## src/rtl/asc_pkg.sv

```systemverilog
// Shared types, constants and tables for the analog stick conditioner.
package asc_pkg;

  localparam int COUNT_BITS_DEF   = 16;
  localparam int CORDIC_STEPS_DEF = 16;
  localparam int ATAN_LEN         = 24;
  localparam int STEP_W           = 5;
  localparam int CFG_IDX_W        = 8;
  localparam int CFG_DATA_W       = 15;
  localparam int THRESH           = 8192;
  localparam int QUARTER_TURN     = 5898240;   // 90 degrees, Q16
  localparam int ANGLE_BIAS       = 360 * 65536 + 32768;
  localparam int FULL_TURN        = 360;

  // Configuration register indexes
  typedef enum logic [CFG_IDX_W-1:0] {
    REG_RADIUS0   = 8'd0,
    REG_DEADZONE0 = 8'd1,
    REG_RADIUS1   = 8'd2,
    REG_DEADZONE1 = 8'd3
  } reg_idx_e;

  typedef enum logic [1:0] {
    DIR_NONE = 2'd0,
    DIR_NEG  = 2'd1,
    DIR_POS  = 2'd2
  } dir_e;

  typedef enum logic {
    OP_DIV  = 1'b0,
    OP_SQRT = 1'b1
  } op_e;

  // Command to the divide/square-root unit
  typedef struct packed {
    logic start;
    op_e  op;
  } ds_ctrl_t;

  typedef enum logic [3:0] {
    ST_IDLE,
    ST_MUL_X,
    ST_MUL_Y,
    ST_MUL_R,
    ST_CMP,
    ST_DIV,
    ST_DIV_WAIT,
    ST_SQRT,
    ST_SQRT_WAIT,
    ST_FIN,
    ST_UPDATE,
    ST_ANGLE,
    ST_ANGLE_WAIT,
    ST_OUT
  } state_e;

  // atan(2^-i) in degrees, Q16, rounded
  function automatic logic [21:0] atan_q16(input logic [STEP_W-1:0] idx);
    logic [21:0] v;
    case (idx)
      5'd0:    v = 22'd2949120;
      5'd1:    v = 22'd1740967;
      5'd2:    v = 22'd919879;
      5'd3:    v = 22'd466945;
      5'd4:    v = 22'd234379;
      5'd5:    v = 22'd117304;
      5'd6:    v = 22'd58666;
      5'd7:    v = 22'd29335;
      5'd8:    v = 22'd14668;
      5'd9:    v = 22'd7334;
      5'd10:   v = 22'd3667;
      5'd11:   v = 22'd1833;
      5'd12:   v = 22'd917;
      5'd13:   v = 22'd458;
      5'd14:   v = 22'd229;
      5'd15:   v = 22'd115;
      5'd16:   v = 22'd57;
      5'd17:   v = 22'd29;
      5'd18:   v = 22'd14;
      5'd19:   v = 22'd7;
      5'd20:   v = 22'd4;
      5'd21:   v = 22'd2;
      5'd22:   v = 22'd1;
      default: v = 22'd0;
    endcase
    return v;
  endfunction

endpackage

```

## src/rtl/asc_divsqrt.sv

```systemverilog
// Iterative restoring divider and bitwise square root sharing one compare-subtract.
module asc_divsqrt (
  input  logic              clk_i,
  input  logic              rst_ni,
  input  asc_pkg::ds_ctrl_t ctrl_i,
  input  logic [60:0]       num_i,
  input  logic [31:0]       den_i,
  output logic              done_o,
  output logic [30:0]       result_o
);
  import asc_pkg::*;

  localparam logic [4:0] DIV_STEPS  = 5'd31;
  localparam logic [4:0] SQRT_STEPS = 5'd16;

  logic        busy_q, done_q;
  logic [4:0]  cnt_q;
  op_e         op_q;
  logic [32:0] acc_q, acc_d;
  logic [30:0] nlo_q, nlo_d;
  logic [30:0] quo_q, quo_d;
  logic [31:0] den_q, den_d;   // divisor, or the moving bit for square root
  logic [31:0] root_q, root_d;
  logic [32:0] cmp_a, cmp_b, diff;
  logic        ge;

  // shared compare-subtract
  always_comb begin
    if (op_q == OP_DIV) begin
      cmp_a = {acc_q[31:0], nlo_q[30]};
      cmp_b = {1'b0, den_q};
    end else begin
      cmp_a = acc_q;
      cmp_b = {1'b0, root_q + den_q};
    end
    ge   = cmp_a >= cmp_b;
    diff = cmp_a - cmp_b;
  end

  // one iteration
  always_comb begin
    acc_d  = acc_q;
    nlo_d  = nlo_q;
    quo_d  = quo_q;
    den_d  = den_q;
    root_d = root_q;
    if (op_q == OP_DIV) begin
      acc_d = ge ? diff : cmp_a;
      quo_d = {quo_q[29:0], ge};
      nlo_d = {nlo_q[29:0], 1'b0};
    end else begin
      acc_d  = ge ? diff : acc_q;
      root_d = ge ? ((root_q >> 1) + den_q) : (root_q >> 1);
      den_d  = den_q >> 2;
    end
  end

  // control
  always_ff @(posedge clk_i or negedge rst_ni) begin
    if (!rst_ni) begin
      busy_q <= 1'b0;
      done_q <= 1'b0;
      cnt_q  <= '0;
    end else begin
      done_q <= 1'b0;
      if (ctrl_i.start) begin
        busy_q <= 1'b1;
        cnt_q  <= (ctrl_i.op == OP_DIV) ? DIV_STEPS : SQRT_STEPS;
      end else if (busy_q) begin
        cnt_q <= cnt_q - 5'd1;
        if (cnt_q == 5'd1) begin
          busy_q <= 1'b0;
          done_q <= 1'b1;
        end
      end
    end
  end

  // datapath
  always_ff @(posedge clk_i) begin
    if (ctrl_i.start) begin
      op_q   <= ctrl_i.op;
      quo_q  <= '0;
      root_q <= '0;
      nlo_q  <= num_i[30:0];
      if (ctrl_i.op == OP_DIV) begin
        acc_q <= {3'b0, num_i[60:31]};
        den_q <= den_i;
      end else begin
        acc_q <= {2'b0, num_i[30:0]};
        den_q <= 32'h4000_0000;
      end
    end else if (busy_q) begin
      acc_q  <= acc_d;
      nlo_q  <= nlo_d;
      quo_q  <= quo_d;
      den_q  <= den_d;
      root_q <= root_d;
    end
  end

  assign done_o   = done_q;
  assign result_o = (op_q == OP_DIV) ? quo_q : root_q[30:0];

`ifndef ASSERT_OFF
  a_done_pulse: assert property (@(posedge clk_i) disable iff (!rst_ni)
    done_o |=> !done_o) else $error("divsqrt done held");
  a_start_busy: assert property (@(posedge clk_i) disable iff (!rst_ni)
    ctrl_i.start |=> busy_q && !done_o) else $error("divsqrt did not start");
  a_no_restart: assert property (@(posedge clk_i) disable iff (!rst_ni)
    busy_q |-> !ctrl_i.start) else $error("divsqrt restarted while busy");
`endif

endmodule

```

## src/rtl/asc_cordic.sv

```systemverilog
// Iterative CORDIC vectoring unit giving the stick angle in whole degrees.
module asc_cordic #(
  parameter int CORDIC_STEPS = asc_pkg::CORDIC_STEPS_DEF
) (
  input  logic               clk_i,
  input  logic               rst_ni,
  input  logic               start_i,
  input  logic signed [15:0] px_i,
  input  logic signed [15:0] py_i,
  output logic               done_o,
  output logic [8:0]         angle_o
);
  import asc_pkg::*;

  localparam logic [STEP_W-1:0] LAST_STEP = STEP_W'(CORDIC_STEPS - 1);
  localparam logic signed [27:0] Z_QUARTER = 28'(QUARTER_TURN);
  localparam logic signed [27:0] Z_BIAS    = 28'(ANGLE_BIAS);
  localparam logic [11:0] DEG_TURN = 12'(FULL_TURN);

  logic                    busy_q, fin_q, done_q, zero_q;
  logic [STEP_W-1:0]       i_q;
  logic signed [27:0]      x_q, y_q, z_q;
  logic signed [27:0]      xs, ys, x0, y0, z0;
  logic signed [27:0]      xsh, ysh, at;
  logic [27:0]             zt;
  logic [11:0]             deg;
  logic [8:0]              angle_q;

  // quadrant pre-rotation
  always_comb begin
    xs = {{4{px_i[15]}}, px_i, 8'b0};
    ys = -{{4{py_i[15]}}, py_i, 8'b0};
    x0 = xs;
    y0 = ys;
    z0 = '0;
    if (px_i[15]) begin
      if (!ys[27]) begin
        x0 = ys;
        y0 = -xs;
        z0 = Z_QUARTER;
      end else begin
        x0 = -ys;
        y0 = xs;
        z0 = -Z_QUARTER;
      end
    end
  end

  assign xsh = x_q >>> i_q;
  assign ysh = y_q >>> i_q;
  assign at  = $signed({6'b0, atan_q16(i_q)});

  // final rounding and wrap to 0..359
  assign zt  = 28'(z_q + Z_BIAS);
  assign deg = zt[27:16];

  always_ff @(posedge clk_i or negedge rst_ni) begin
    if (!rst_ni) begin
      busy_q <= 1'b0;
      fin_q  <= 1'b0;
      done_q <= 1'b0;
      i_q    <= '0;
    end else begin
      done_q <= 1'b0;
      fin_q  <= 1'b0;
      if (start_i) begin
        busy_q <= 1'b1;
        i_q    <= '0;
      end else if (busy_q) begin
        i_q <= i_q + 1'b1;
        if (i_q == LAST_STEP) begin
          busy_q <= 1'b0;
          fin_q  <= 1'b1;
        end
      end else if (fin_q) begin
        done_q <= 1'b1;
      end
    end
  end

  always_ff @(posedge clk_i) begin
    if (start_i) begin
      x_q    <= x0;
      y_q    <= y0;
      z_q    <= z0;
      zero_q <= (px_i == 16'sd0) && (py_i == 16'sd0);
    end else if (busy_q) begin
      if (y_q > 28'sd0) begin
        x_q <= x_q + ysh;
        y_q <= y_q - xsh;
        z_q <= z_q + at;
      end else begin
        x_q <= x_q - ysh;
        y_q <= y_q + xsh;
        z_q <= z_q - at;
      end
    end
    if (fin_q) begin
      if (zero_q) begin
        angle_q <= '0;
      end else if (deg >= DEG_TURN) begin
        angle_q <= 9'(deg - DEG_TURN);
      end else begin
        angle_q <= deg[8:0];
      end
    end
  end

  assign done_o  = done_q;
  assign angle_o = angle_q;

`ifndef ASSERT_OFF
  a_angle_range: assert property (@(posedge clk_i) disable iff (!rst_ni)
    done_o |-> angle_o < 9'd360) else $error("angle out of range");
  a_fin_done: assert property (@(posedge clk_i) disable iff (!rst_ni)
    fin_q |=> done_o) else $error("cordic done missing");
  a_no_restart: assert property (@(posedge clk_i) disable iff (!rst_ni)
    busy_q |-> !start_i) else $error("cordic restarted while busy");
`endif

endmodule

```

## src/rtl/analog_stick_conditioner_unit.sv

```systemverilog
// Top level of the analog stick conditioner: sequencer, registers and output stage.
//
// Input channel (in_valid_i/in_ready_o) takes one raw X/Y sample of stick 0 or 1.
// Output channel (out_valid_o/out_ready_i) gives one conditioned item per input:
// Q1.15 positions, angle in degrees, per-axis directions and frame counters.
// Config channel (cfg_valid_i/cfg_ready_o) writes radius and deadzone registers;
// it is always ready and must only be used while the block is idle.
// Each item walks a sequencer: the shared 16x16 multiplier forms the squares
// and the radius squared, then per axis a restoring division runs and, when
// the vector is clamped to the unit circle, a square root follows.
// A CORDIC_STEPS-iteration CORDIC unit then forms the angle.
// Most of the time per item goes to the divider iterations. in_ready_o is high
// only while idle, so a new item is taken only after the last one has left
// the sequencer.
// A finished item sits in the output register; the next item is accepted
// meanwhile, and its result waits for the register to drain if stalled.
// Reset clears direction state, counters, registers to their defaults
// (radius 32767, deadzone 0) and empties the output register.
module analog_stick_conditioner_unit #(
  parameter int COUNT_BITS   = asc_pkg::COUNT_BITS_DEF,
  parameter int CORDIC_STEPS = asc_pkg::CORDIC_STEPS_DEF
) (
  input  logic                            clk_i,
  input  logic                            rst_ni,
  input  logic                            cfg_valid_i,
  output logic                            cfg_ready_o,
  input  logic [asc_pkg::CFG_IDX_W-1:0]   cfg_index_i,
  input  logic [asc_pkg::CFG_DATA_W-1:0]  cfg_data_i,
  input  logic                            in_valid_i,
  output logic                            in_ready_o,
  input  logic                            stick_select_i,
  input  logic signed [15:0]              raw_x_i,
  input  logic signed [15:0]              raw_y_i,
  output logic                            out_valid_o,
  input  logic                            out_ready_i,
  output logic signed [15:0]              pos_x_o,
  output logic signed [15:0]              pos_y_o,
  output logic [8:0]                      angle_deg_o,
  output logic [1:0]                      horiz_dir_o,
  output logic [1:0]                      vert_dir_o,
  output logic [15:0]                     frames_x_o,
  output logic [15:0]                     frames_y_o
);
  import asc_pkg::*;

  localparam logic [COUNT_BITS-1:0] CNT_MAX = '1;

  state_e state_q, state_d;

  // config registers
  logic [14:0] radius_q [2];
  logic [14:0] dz_q [2];

  // per-stick state
  dir_e                  hdir_q [2];
  dir_e                  vdir_q [2];
  logic [COUNT_BITS-1:0] hcnt_q [2];
  logic [COUNT_BITS-1:0] vcnt_q [2];

  // item registers
  logic                s_q, axis_q, clamp_q;
  logic signed [15:0]  x_q, y_q;
  logic [14:0]         r_q, dzs_q;
  logic [30:0]         sqx_q, sqy_q;
  logic [31:0]         m2_q;
  logic [29:0]         rr_q;
  logic signed [15:0]  px_q, py_q;
  dir_e                hd_q, vd_q;

  // output register
  logic               out_valid_q;
  logic signed [15:0] opx_q, opy_q;
  logic [8:0]         oang_q;
  dir_e               ohd_q, ovd_q;
  logic [15:0]        ofx_q, ofy_q;

  // control from the output decoder
  ds_ctrl_t ds_ctrl;
  logic     cordic_start, load_out;

  logic        ds_done, cordic_done;
  logic [30:0] ds_result;
  logic [8:0]  cordic_angle;

  // magnitudes and shared multiplier
  logic [15:0] mag_x, mag_y, mag_a, mul_a;
  logic [31:0] prod;
  logic [14:0] r_sel;
  logic        neg_a;
  logic [30:0] sq_a;
  logic [60:0] ds_num;
  logic [31:0] ds_den;

  // axis finish
  logic [15:0]        q_a, qs_a;
  logic signed [15:0] p_a;
  dir_e               hd_new, vd_new;
  logic [COUNT_BITS-1:0] hcnt_new, vcnt_new;

  assign cfg_ready_o = 1'b1;
  assign in_ready_o  = (state_q == ST_IDLE);

  assign mag_x = x_q[15] ? 16'(-x_q) : x_q;
  assign mag_y = y_q[15] ? 16'(-y_q) : y_q;
  assign mag_a = axis_q ? mag_y : mag_x;
  assign neg_a = axis_q ? y_q[15] : x_q[15];
  assign sq_a  = axis_q ? sqy_q : sqx_q;
  assign r_sel = (radius_q[stick_select_i] == 15'd0) ? 15'd1 : radius_q[stick_select_i];

  always_comb begin
    case (state_q)
      ST_MUL_X: mul_a = mag_x;
      ST_MUL_Y: mul_a = mag_y;
      default:  mul_a = {1'b0, r_q};
    endcase
  end
  assign prod = mul_a * mul_a;

  // operands of the divide/square-root unit
  always_comb begin
    if (state_q == ST_SQRT) begin
      ds_num = {30'b0, ds_result};
      ds_den = m2_q;
    end else if (clamp_q) begin
      ds_num = {sq_a, 30'b0};
      ds_den = m2_q;
    end else begin
      ds_num = {30'b0, mag_a, 15'b0};
      ds_den = {17'b0, r_q};
    end
  end

  // saturate, apply deadzone, restore sign
  always_comb begin
    q_a  = ds_result[15:0];
    qs_a = (!neg_a && q_a == 16'h8000) ? 16'h7FFF : q_a;
    if (qs_a <= {1'b0, dzs_q}) begin
      p_a = '0;
    end else if (neg_a) begin
      p_a = 16'(-q_a);
    end else begin
      p_a = qs_a;
    end
  end

  // direction classification and counter update
  always_comb begin
    if (px_q <= -16'sd8192) begin
      hd_new = DIR_NEG;
    end else if (px_q >= 16'sd8192) begin
      hd_new = DIR_POS;
    end else begin
      hd_new = DIR_NONE;
    end
    if (py_q <= -16'sd8192) begin
      vd_new = DIR_NEG;
    end else if (py_q >= 16'sd8192) begin
      vd_new = DIR_POS;
    end else begin
      vd_new = DIR_NONE;
    end
    if (hd_new != hdir_q[s_q]) begin
      hcnt_new = '0;
    end else if (hcnt_q[s_q] != CNT_MAX) begin
      hcnt_new = hcnt_q[s_q] + 1'b1;
    end else begin
      hcnt_new = hcnt_q[s_q];
    end
    if (vd_new != vdir_q[s_q]) begin
      vcnt_new = '0;
    end else if (vcnt_q[s_q] != CNT_MAX) begin
      vcnt_new = vcnt_q[s_q] + 1'b1;
    end else begin
      vcnt_new = vcnt_q[s_q];
    end
  end

  // next state
  always_comb begin
    state_d = state_q;
    case (state_q)
      ST_IDLE:       if (in_valid_i) state_d = ST_MUL_X;
      ST_MUL_X:      state_d = ST_MUL_Y;
      ST_MUL_Y:      state_d = ST_MUL_R;
      ST_MUL_R:      state_d = ST_CMP;
      ST_CMP:        state_d = ST_DIV;
      ST_DIV:        state_d = ST_DIV_WAIT;
      ST_DIV_WAIT:   if (ds_done) state_d = clamp_q ? ST_SQRT : ST_FIN;
      ST_SQRT:       state_d = ST_SQRT_WAIT;
      ST_SQRT_WAIT:  if (ds_done) state_d = ST_FIN;
      ST_FIN:        state_d = axis_q ? ST_UPDATE : ST_DIV;
      ST_UPDATE:     state_d = ST_ANGLE;
      ST_ANGLE:      state_d = ST_ANGLE_WAIT;
      ST_ANGLE_WAIT: if (cordic_done) state_d = ST_OUT;
      ST_OUT:        if (!out_valid_q || out_ready_i) state_d = ST_IDLE;
      default:       state_d = ST_IDLE;
    endcase
  end

  // control outputs
  always_comb begin
    ds_ctrl.start = 1'b0;
    ds_ctrl.op    = OP_DIV;
    cordic_start  = 1'b0;
    load_out      = 1'b0;
    case (state_q)
      ST_DIV:   ds_ctrl.start = 1'b1;
      ST_SQRT: begin
        ds_ctrl.start = 1'b1;
        ds_ctrl.op    = OP_SQRT;
      end
      ST_ANGLE: cordic_start = 1'b1;
      ST_OUT:   load_out = !out_valid_q || out_ready_i;
      default: begin
        ds_ctrl.start = 1'b0;
      end
    endcase
  end

  // control state, config and per-stick state
  always_ff @(posedge clk_i or negedge rst_ni) begin
    if (!rst_ni) begin
      state_q     <= ST_IDLE;
      out_valid_q <= 1'b0;
      axis_q      <= 1'b0;
      for (int i = 0; i < 2; i++) begin
        radius_q[i] <= 15'h7FFF;
        dz_q[i]     <= '0;
        hdir_q[i]   <= DIR_NONE;
        vdir_q[i]   <= DIR_NONE;
        hcnt_q[i]   <= '0;
        vcnt_q[i]   <= '0;
      end
    end else begin
      state_q <= state_d;
      if (cfg_valid_i) begin
        case (cfg_index_i)
          REG_RADIUS0:   radius_q[0] <= cfg_data_i;
          REG_DEADZONE0: dz_q[0]     <= cfg_data_i;
          REG_RADIUS1:   radius_q[1] <= cfg_data_i;
          REG_DEADZONE1: dz_q[1]     <= cfg_data_i;
          default:       ;
        endcase
      end
      if (state_q == ST_CMP) begin
        axis_q <= 1'b0;
      end else if (state_q == ST_FIN) begin
        axis_q <= 1'b1;
      end
      if (state_q == ST_UPDATE) begin
        hdir_q[s_q] <= hd_new;
        vdir_q[s_q] <= vd_new;
        hcnt_q[s_q] <= hcnt_new;
        vcnt_q[s_q] <= vcnt_new;
      end
      if (load_out) begin
        out_valid_q <= 1'b1;
      end else if (out_ready_i) begin
        out_valid_q <= 1'b0;
      end
    end
  end

  // item datapath
  always_ff @(posedge clk_i) begin
    case (state_q)
      ST_IDLE: begin
        s_q   <= stick_select_i;
        x_q   <= raw_x_i;
        y_q   <= raw_y_i;
        r_q   <= r_sel;
        dzs_q <= dz_q[stick_select_i];
      end
      ST_MUL_X: sqx_q <= prod[30:0];
      ST_MUL_Y: sqy_q <= prod[30:0];
      ST_MUL_R: rr_q  <= prod[29:0];
      ST_CMP: begin
        m2_q    <= {1'b0, sqx_q} + {1'b0, sqy_q};
        clamp_q <= ({1'b0, sqx_q} + {1'b0, sqy_q}) > {2'b0, rr_q};
      end
      ST_FIN: begin
        if (axis_q) begin
          py_q <= p_a;
        end else begin
          px_q <= p_a;
        end
      end
      ST_UPDATE: begin
        hd_q <= hd_new;
        vd_q <= vd_new;
      end
      default: ;
    endcase
  end

  // output register
  always_ff @(posedge clk_i) begin
    if (load_out) begin
      opx_q  <= px_q;
      opy_q  <= py_q;
      oang_q <= cordic_angle;
      ohd_q  <= hd_q;
      ovd_q  <= vd_q;
      if (COUNT_BITS >= 16) begin
        ofx_q <= 16'(hcnt_q[s_q]);
        ofy_q <= 16'(vcnt_q[s_q]);
      end else begin
        ofx_q <= 16'(hcnt_q[s_q]);
        ofy_q <= 16'(vcnt_q[s_q]);
      end
    end
  end

  asc_divsqrt u_divsqrt (
    .clk_i    (clk_i),
    .rst_ni   (rst_ni),
    .ctrl_i   (ds_ctrl),
    .num_i    (ds_num),
    .den_i    (ds_den),
    .done_o   (ds_done),
    .result_o (ds_result)
  );

  asc_cordic #(
    .CORDIC_STEPS (CORDIC_STEPS)
  ) u_cordic (
    .clk_i   (clk_i),
    .rst_ni  (rst_ni),
    .start_i (cordic_start),
    .px_i    (px_q),
    .py_i    (py_q),
    .done_o  (cordic_done),
    .angle_o (cordic_angle)
  );

  assign out_valid_o = out_valid_q;
  assign pos_x_o     = opx_q;
  assign pos_y_o     = opy_q;
  assign angle_deg_o = oang_q;
  assign horiz_dir_o = ohd_q;
  assign vert_dir_o  = ovd_q;
  assign frames_x_o  = ofx_q;
  assign frames_y_o  = ofy_q;

`ifndef ASSERT_OFF
  a_busy_after_accept: assert property (@(posedge clk_i) disable iff (!rst_ni)
    in_valid_i && in_ready_o |=> !in_ready_o) else $error("accepted item lost");
  a_hdir_none: assert property (@(posedge clk_i) disable iff (!rst_ni)
    out_valid_o && horiz_dir_o == DIR_NONE |-> pos_x_o > -16'sd8192 && pos_x_o < 16'sd8192)
    else $error("horizontal direction mismatch");
  a_vdir_none: assert property (@(posedge clk_i) disable iff (!rst_ni)
    out_valid_o && vert_dir_o == DIR_NONE |-> pos_y_o > -16'sd8192 && pos_y_o < 16'sd8192)
    else $error("vertical direction mismatch");
  a_no_overwrite: assert property (@(posedge clk_i) disable iff (!rst_ni)
    load_out |-> !out_valid_q || out_ready_i) else $error("output overwritten");
`endif

endmodule
```

## config.mk

```make
export PLATFORM = sky130hd
export DESIGN_NAME = analog_stick_conditioner_unit
export DESIGN_NICKNAME = d
export VERILOG_FILES = /design/src/rtl/asc_pkg.sv /design/src/rtl/asc_divsqrt.sv /design/src/rtl/asc_cordic.sv /design/src/rtl/analog_stick_conditioner_unit.sv
export SDC_FILE = /design/constraint.sdc
export NUM_CORES = 2
export LEC_CHECK = 0
export BUFFER_PORTS_ARGS = -buffer_cell sky130_fd_sc_hd__buf_2
export CORE_MARGIN = 5
export CORE_UTILIZATION = 30
export CTS_CLUSTER_SIZE = 30
export DETAILED_ROUTE_END_ITERATION = 10
export PLACE_DENSITY = 0.53
export SLEW_MARGIN = 30
export SYNTH_ARGS = -nofsm -noshare
export SYNTH_HDL_FRONTEND = slang
export SYNTH_HIERARCHICAL = 1
export SYNTH_SLANG_ARGS = --single-unit
```

## constraint.sdc

```tcl
create_clock -name clk_i -period 9.6 [get_ports clk_i]
set_input_delay 0.96 -clock clk_i [delete_from_list [all_inputs] [get_ports clk_i]]
set_output_delay 0.96 -clock clk_i [all_outputs]
set_load 0.01 [all_outputs]
```

==> results.sh <==
export IMPL_synth_edf_count=489
export IMPL_setup_tns_ns=0
export IMPL_rsz0062_at_grt="false"
export IMPL_place_hpwl_um=137200
export IMPL_root_buffer="clkbuf_16"
export IMPL_layout_setup_ws_ns=0.7672
export IMPL_antenna_found_initial=3
export IMPL_worstSetupPathType="register to register"
export IMPL_clkSinkCount=705
export IMPL_cp_end_kind="register"
export IMPL_outcome="completed"
export IMPL_die_area_um2=196900
export IMPL_worstSetupStartpointType="register"
export IMPL_totalPowerFinal_uw=6979
export IMPL_port_buffers=139
export IMPL_synthesis_area_um2=56430
export IMPL_worst_clock_skew_ns=0.07707
export IMPL_cts_hold_buf=0
export IMPL_cts_max_level=3
export IMPL_fin_cells=8392
export IMPL_path_common_cell="inv_1"
export IMPL_synthArstFlopShare_pct=21.70
export IMPL_clkLatencyLatePin_ns=0.72
export IMPL_post_cts_resized=0
export IMPL_num_vias=44127
export IMPL_grt_max_degree=88
export IMPL_ant_nets=0
export IMPL_viasPerCell=5.258
export IMPL_die_x_um=443.7
export IMPL_maxCapViolations=0
export IMPL_finalCritPeriodShare_pct=92.01
export IMPL_grt_pass1_wl_um=271600
export IMPL_cellPowerDensity_nw_per_um2=110.7
export IMPL_p_leak_uw=0.02539
export IMPL_synthDistinctLibCells=120
export IMPL_drive_above_1_share_pct=14.21
export IMPL_cp_max_fo=16
export IMPL_ir_drop_mv=0.1260
export IMPL_std_cell_rows=159
export IMPL_slowest_stage="dfrtp_1"
export IMPL_grt_ovfl_total=0
export IMPL_dr_pass1_iters=6
export IMPL_ys_flop_type="edfxtp_1"
export IMPL_worst_pin_slew_ns=0.9927
export IMPL_die_y_um=443.7
export IMPL_pre_cts_slack_ns=0.7927
export IMPL_finalMaxSlewViolations=0
export IMPL_cts_setup_buffers=0
export IMPL_io_pins=141
export IMPL_core_um2=187400
export IMPL_syn2layout_area_growth_pct=11.68
export IMPL_syn_avg_cell_area_um2=9.772
export IMPL_arrival_ns=9.25
export IMPL_first_iter_violations=3430
export IMPL_fmax_ghz=0.1132
export IMPL_p_clk_share_pct=50.6
export IMPL_switching_share_pct=22.02
export IMPL_setup_viol=0
export IMPL_pwr_share_comb_pct=2.7
export IMPL_finalCriticalPeriod_ns=8.833
export IMPL_critPathMaxStageDelay_ns=0.66
export IMPL_avgRoutedWirePerCell_um=21.31
export IMPL_cts_made_buffers=84
export IMPL_ys_seq_area_share_pct=35.11
export IMPL_pwr_share_seq_pct=46.8
export IMPL_yosys_register_bits=705
export IMPL_nets=6431
export IMPL_nFillCells=19277
export IMPL_hold_path_class="primary input to async pin"
export IMPL_slew_headroom_pct=33.82
export IMPL_switchingPower_uw=1537
export IMPL_gp_congestion=0.9196
export IMPL_clk_pin_slew_worst_paths_ns=0.07
export IMPL_syn_instance_count=5775
export IMPL_cts_tree="done"
export IMPL_ys_warn_count=6
export IMPL_hold_viol_final=0
export IMPL_critPathRequiredTime_ns=10.02
export IMPL_start_util_pct=30.11
export IMPL_intPower_uw=5443
export IMPL_critPathBufInv=10
export IMPL_cts_buffer_depth=3
export IMPL_routed_wirelength_um=178800
export IMPL_hold_ws_ns=0.3539
export IMPL_dp_cells=8235
export IMPL_drcViolationCount=0
export IMPL_track_usage_pct=17.63
export IMPL_diodes=0
export IMPL_first_global_vias=43867
export IMPL_cpLargestDelayFamily="adder cells"
==> per-stage QoR <==
| stage | cell area (µm²) | util [%] |
|---|---|---|
| after floorplan | 56470 | - |
| after global placement | 59910 | 31.97 |
| after detailed placement | 59930 | 31.98 |
| after CTS | 63010 | 33.62 |
| after global routing | 63020 | 33.63 |
| final | 63020 | 33.63 |
==> synthesized netlist by cell type, types with 38 or more instances <==
library cell | count | share of area [%]
a211oi_1 | 53 | 0.71
a21o_1 | 141 | 1.9
a21oi_1 | 359 | 3.2
a22o_1 | 61 | 0.95
and2_1 | 46 | 0.51
and3_1 | 43 | 0.48
clkbuf_1 | 188 | 1.3
dfrtp_1 | 123 | 5.5
dfxtp_1 | 63 | 2.2
edfxtp_1 | 489 | 26
fa_1 | 173 | 6.1
ha_1 | 371 | 8.2
inv_1 | 430 | 2.9
mux2_2 | 279 | 5.6
mux2i_1 | 163 | 2.9
nand2_1 | 463 | 3.1
nand2b_1 | 70 | 0.78
nand3_1 | 89 | 0.79
nor2_1 | 399 | 2.7
nor2b_1 | 76 | 0.84
nor3_1 | 96 | 0.85
o211ai_1 | 46 | 0.61
o21a_1 | 51 | 0.68
o21ai_0 | 357 | 3.2
o31ai_1 | 63 | 0.84
or2_2 | 38 | 0.42
or3_1 | 40 | 0.44
xnor2_1 | 214 | 3.3
xor2_1 | 143 | 2.2
==> per-layer routing <==
layer,vias up,share of wire (%),global-route usage (%)
li1,21015,-,-
met4,2,4.5,7.308
met1,21721,42,21.76
met5,-,0.0073,0
met3,287,3.9,1.942
met2,1102,50,31.23
==> worst register-to-register path: cells and delay by family (launching register included) <==
kind            cells  cell delay [ns]
fa+ha+maj           7             3.39
simple gates        5             1.05
flops               1             0.66
buf+inv            10             1.06
compound gates      9             2.28
xor+xnor            1             0.14
==> cell type report <==
cell class | count | area [µm²] | share of cell area [%]
clock inverter | 48 | 650.6 | 1.032
sequential | 705 | 19820 | 31.45
tap | 2495 | 3122 | 4.953
timing repair buffer | 217 | 1294 | 2.053
multi-input combinational | 4373 | 34030 | 54.00
inverter | 445 | 1670 | 2.650
clock buffer | 109 | 2434 | 3.861
==> power groups by stage <==
stage          logic (µW)  registers [µW]  clock network, µW
6_report              186            3260               3530
5_1_grt               212            3260               3750
4_1_cts               192            3260               3630
3_5_place_dp          190            3330                  0
3_3_place_gp          188            3330                  0
2_1_floorplan         112            3320                  0
==> placed cells by master (no fill, tap or decap), drive strengths merged, types with 173 or more instances in the layout <==
cell type and count:
ha 371, buf 216, inv 445, o21ai 365, nor2 400, fa 173
nand2 464, xnor2 214, edfxtp 489, mux2 283, a21oi 361
==> kinds of logic (layout without fill, tap and decap cells) <==
group	count (synthesis)	after routing	share of synthesized area (%)
compound gates	1448	1448	16.87
xor+xnor	357	357	5.541
fa+ha+maj	544	544	14.36
buf+inv	708	819	4.891
flops	705	705	35.11
mux	484	484	10.08
other cells	2	13	0.01331
simple gates	1527	1527	13.13
==> flip-flops by register name, summed over array words and instances, names as in the netlist, 16 cells and up <==
signal / count
u_divsqrt/nlo_q: 31
sqx_q: 30
u_divsqrt/den_q: 32
frames_x_o: 16
u_cordic/x_q: 28
hcnt_q: 32
pos_y_o: 16
vcnt_q: 32
dz_q: 30
u_divsqrt/quo_q: 31
m2_q: 32
u_divsqrt/root_q: 32
y_q: 16
u_divsqrt/acc_q: 33
sqy_q: 30
px_q: 16
radius_q: 30
pos_x_o: 16
u_cordic/y_q: 28
x_q: 16
u_cordic/z_q: 28
py_q: 16
frames_y_o: 16
rr_q: 29
==> worst paths after layout <==
path / start / endpoint / slack, ns / depth (start not counted)
min: rst_ni / hcnt_q[22]$_DFFE_PN0P_ / 0.35 / 1
min reg2reg: vd_q[1]$_DFFE_PP_ / vert_dir_o[1]$_DFFE_PP_ / 0.41 / 0
max: state_q[1]$_DFFE_PN0P_ / sqy_q[30]$_DFFE_PN_ / 0.77 / 32
max in group asynchronous: rst_ni / dz_q[5]$_DFFE_PN0P_ / 8.04 / 2
max reg2reg: state_q[1]$_DFFE_PN0P_ / sqy_q[30]$_DFFE_PN_ / 0.77 / 32
min in group clk_i: vd_q[1]$_DFFE_PP_ / vert_dir_o[1]$_DFFE_PP_ / 0.41 / 0
(Power assumes the default switching activity.)
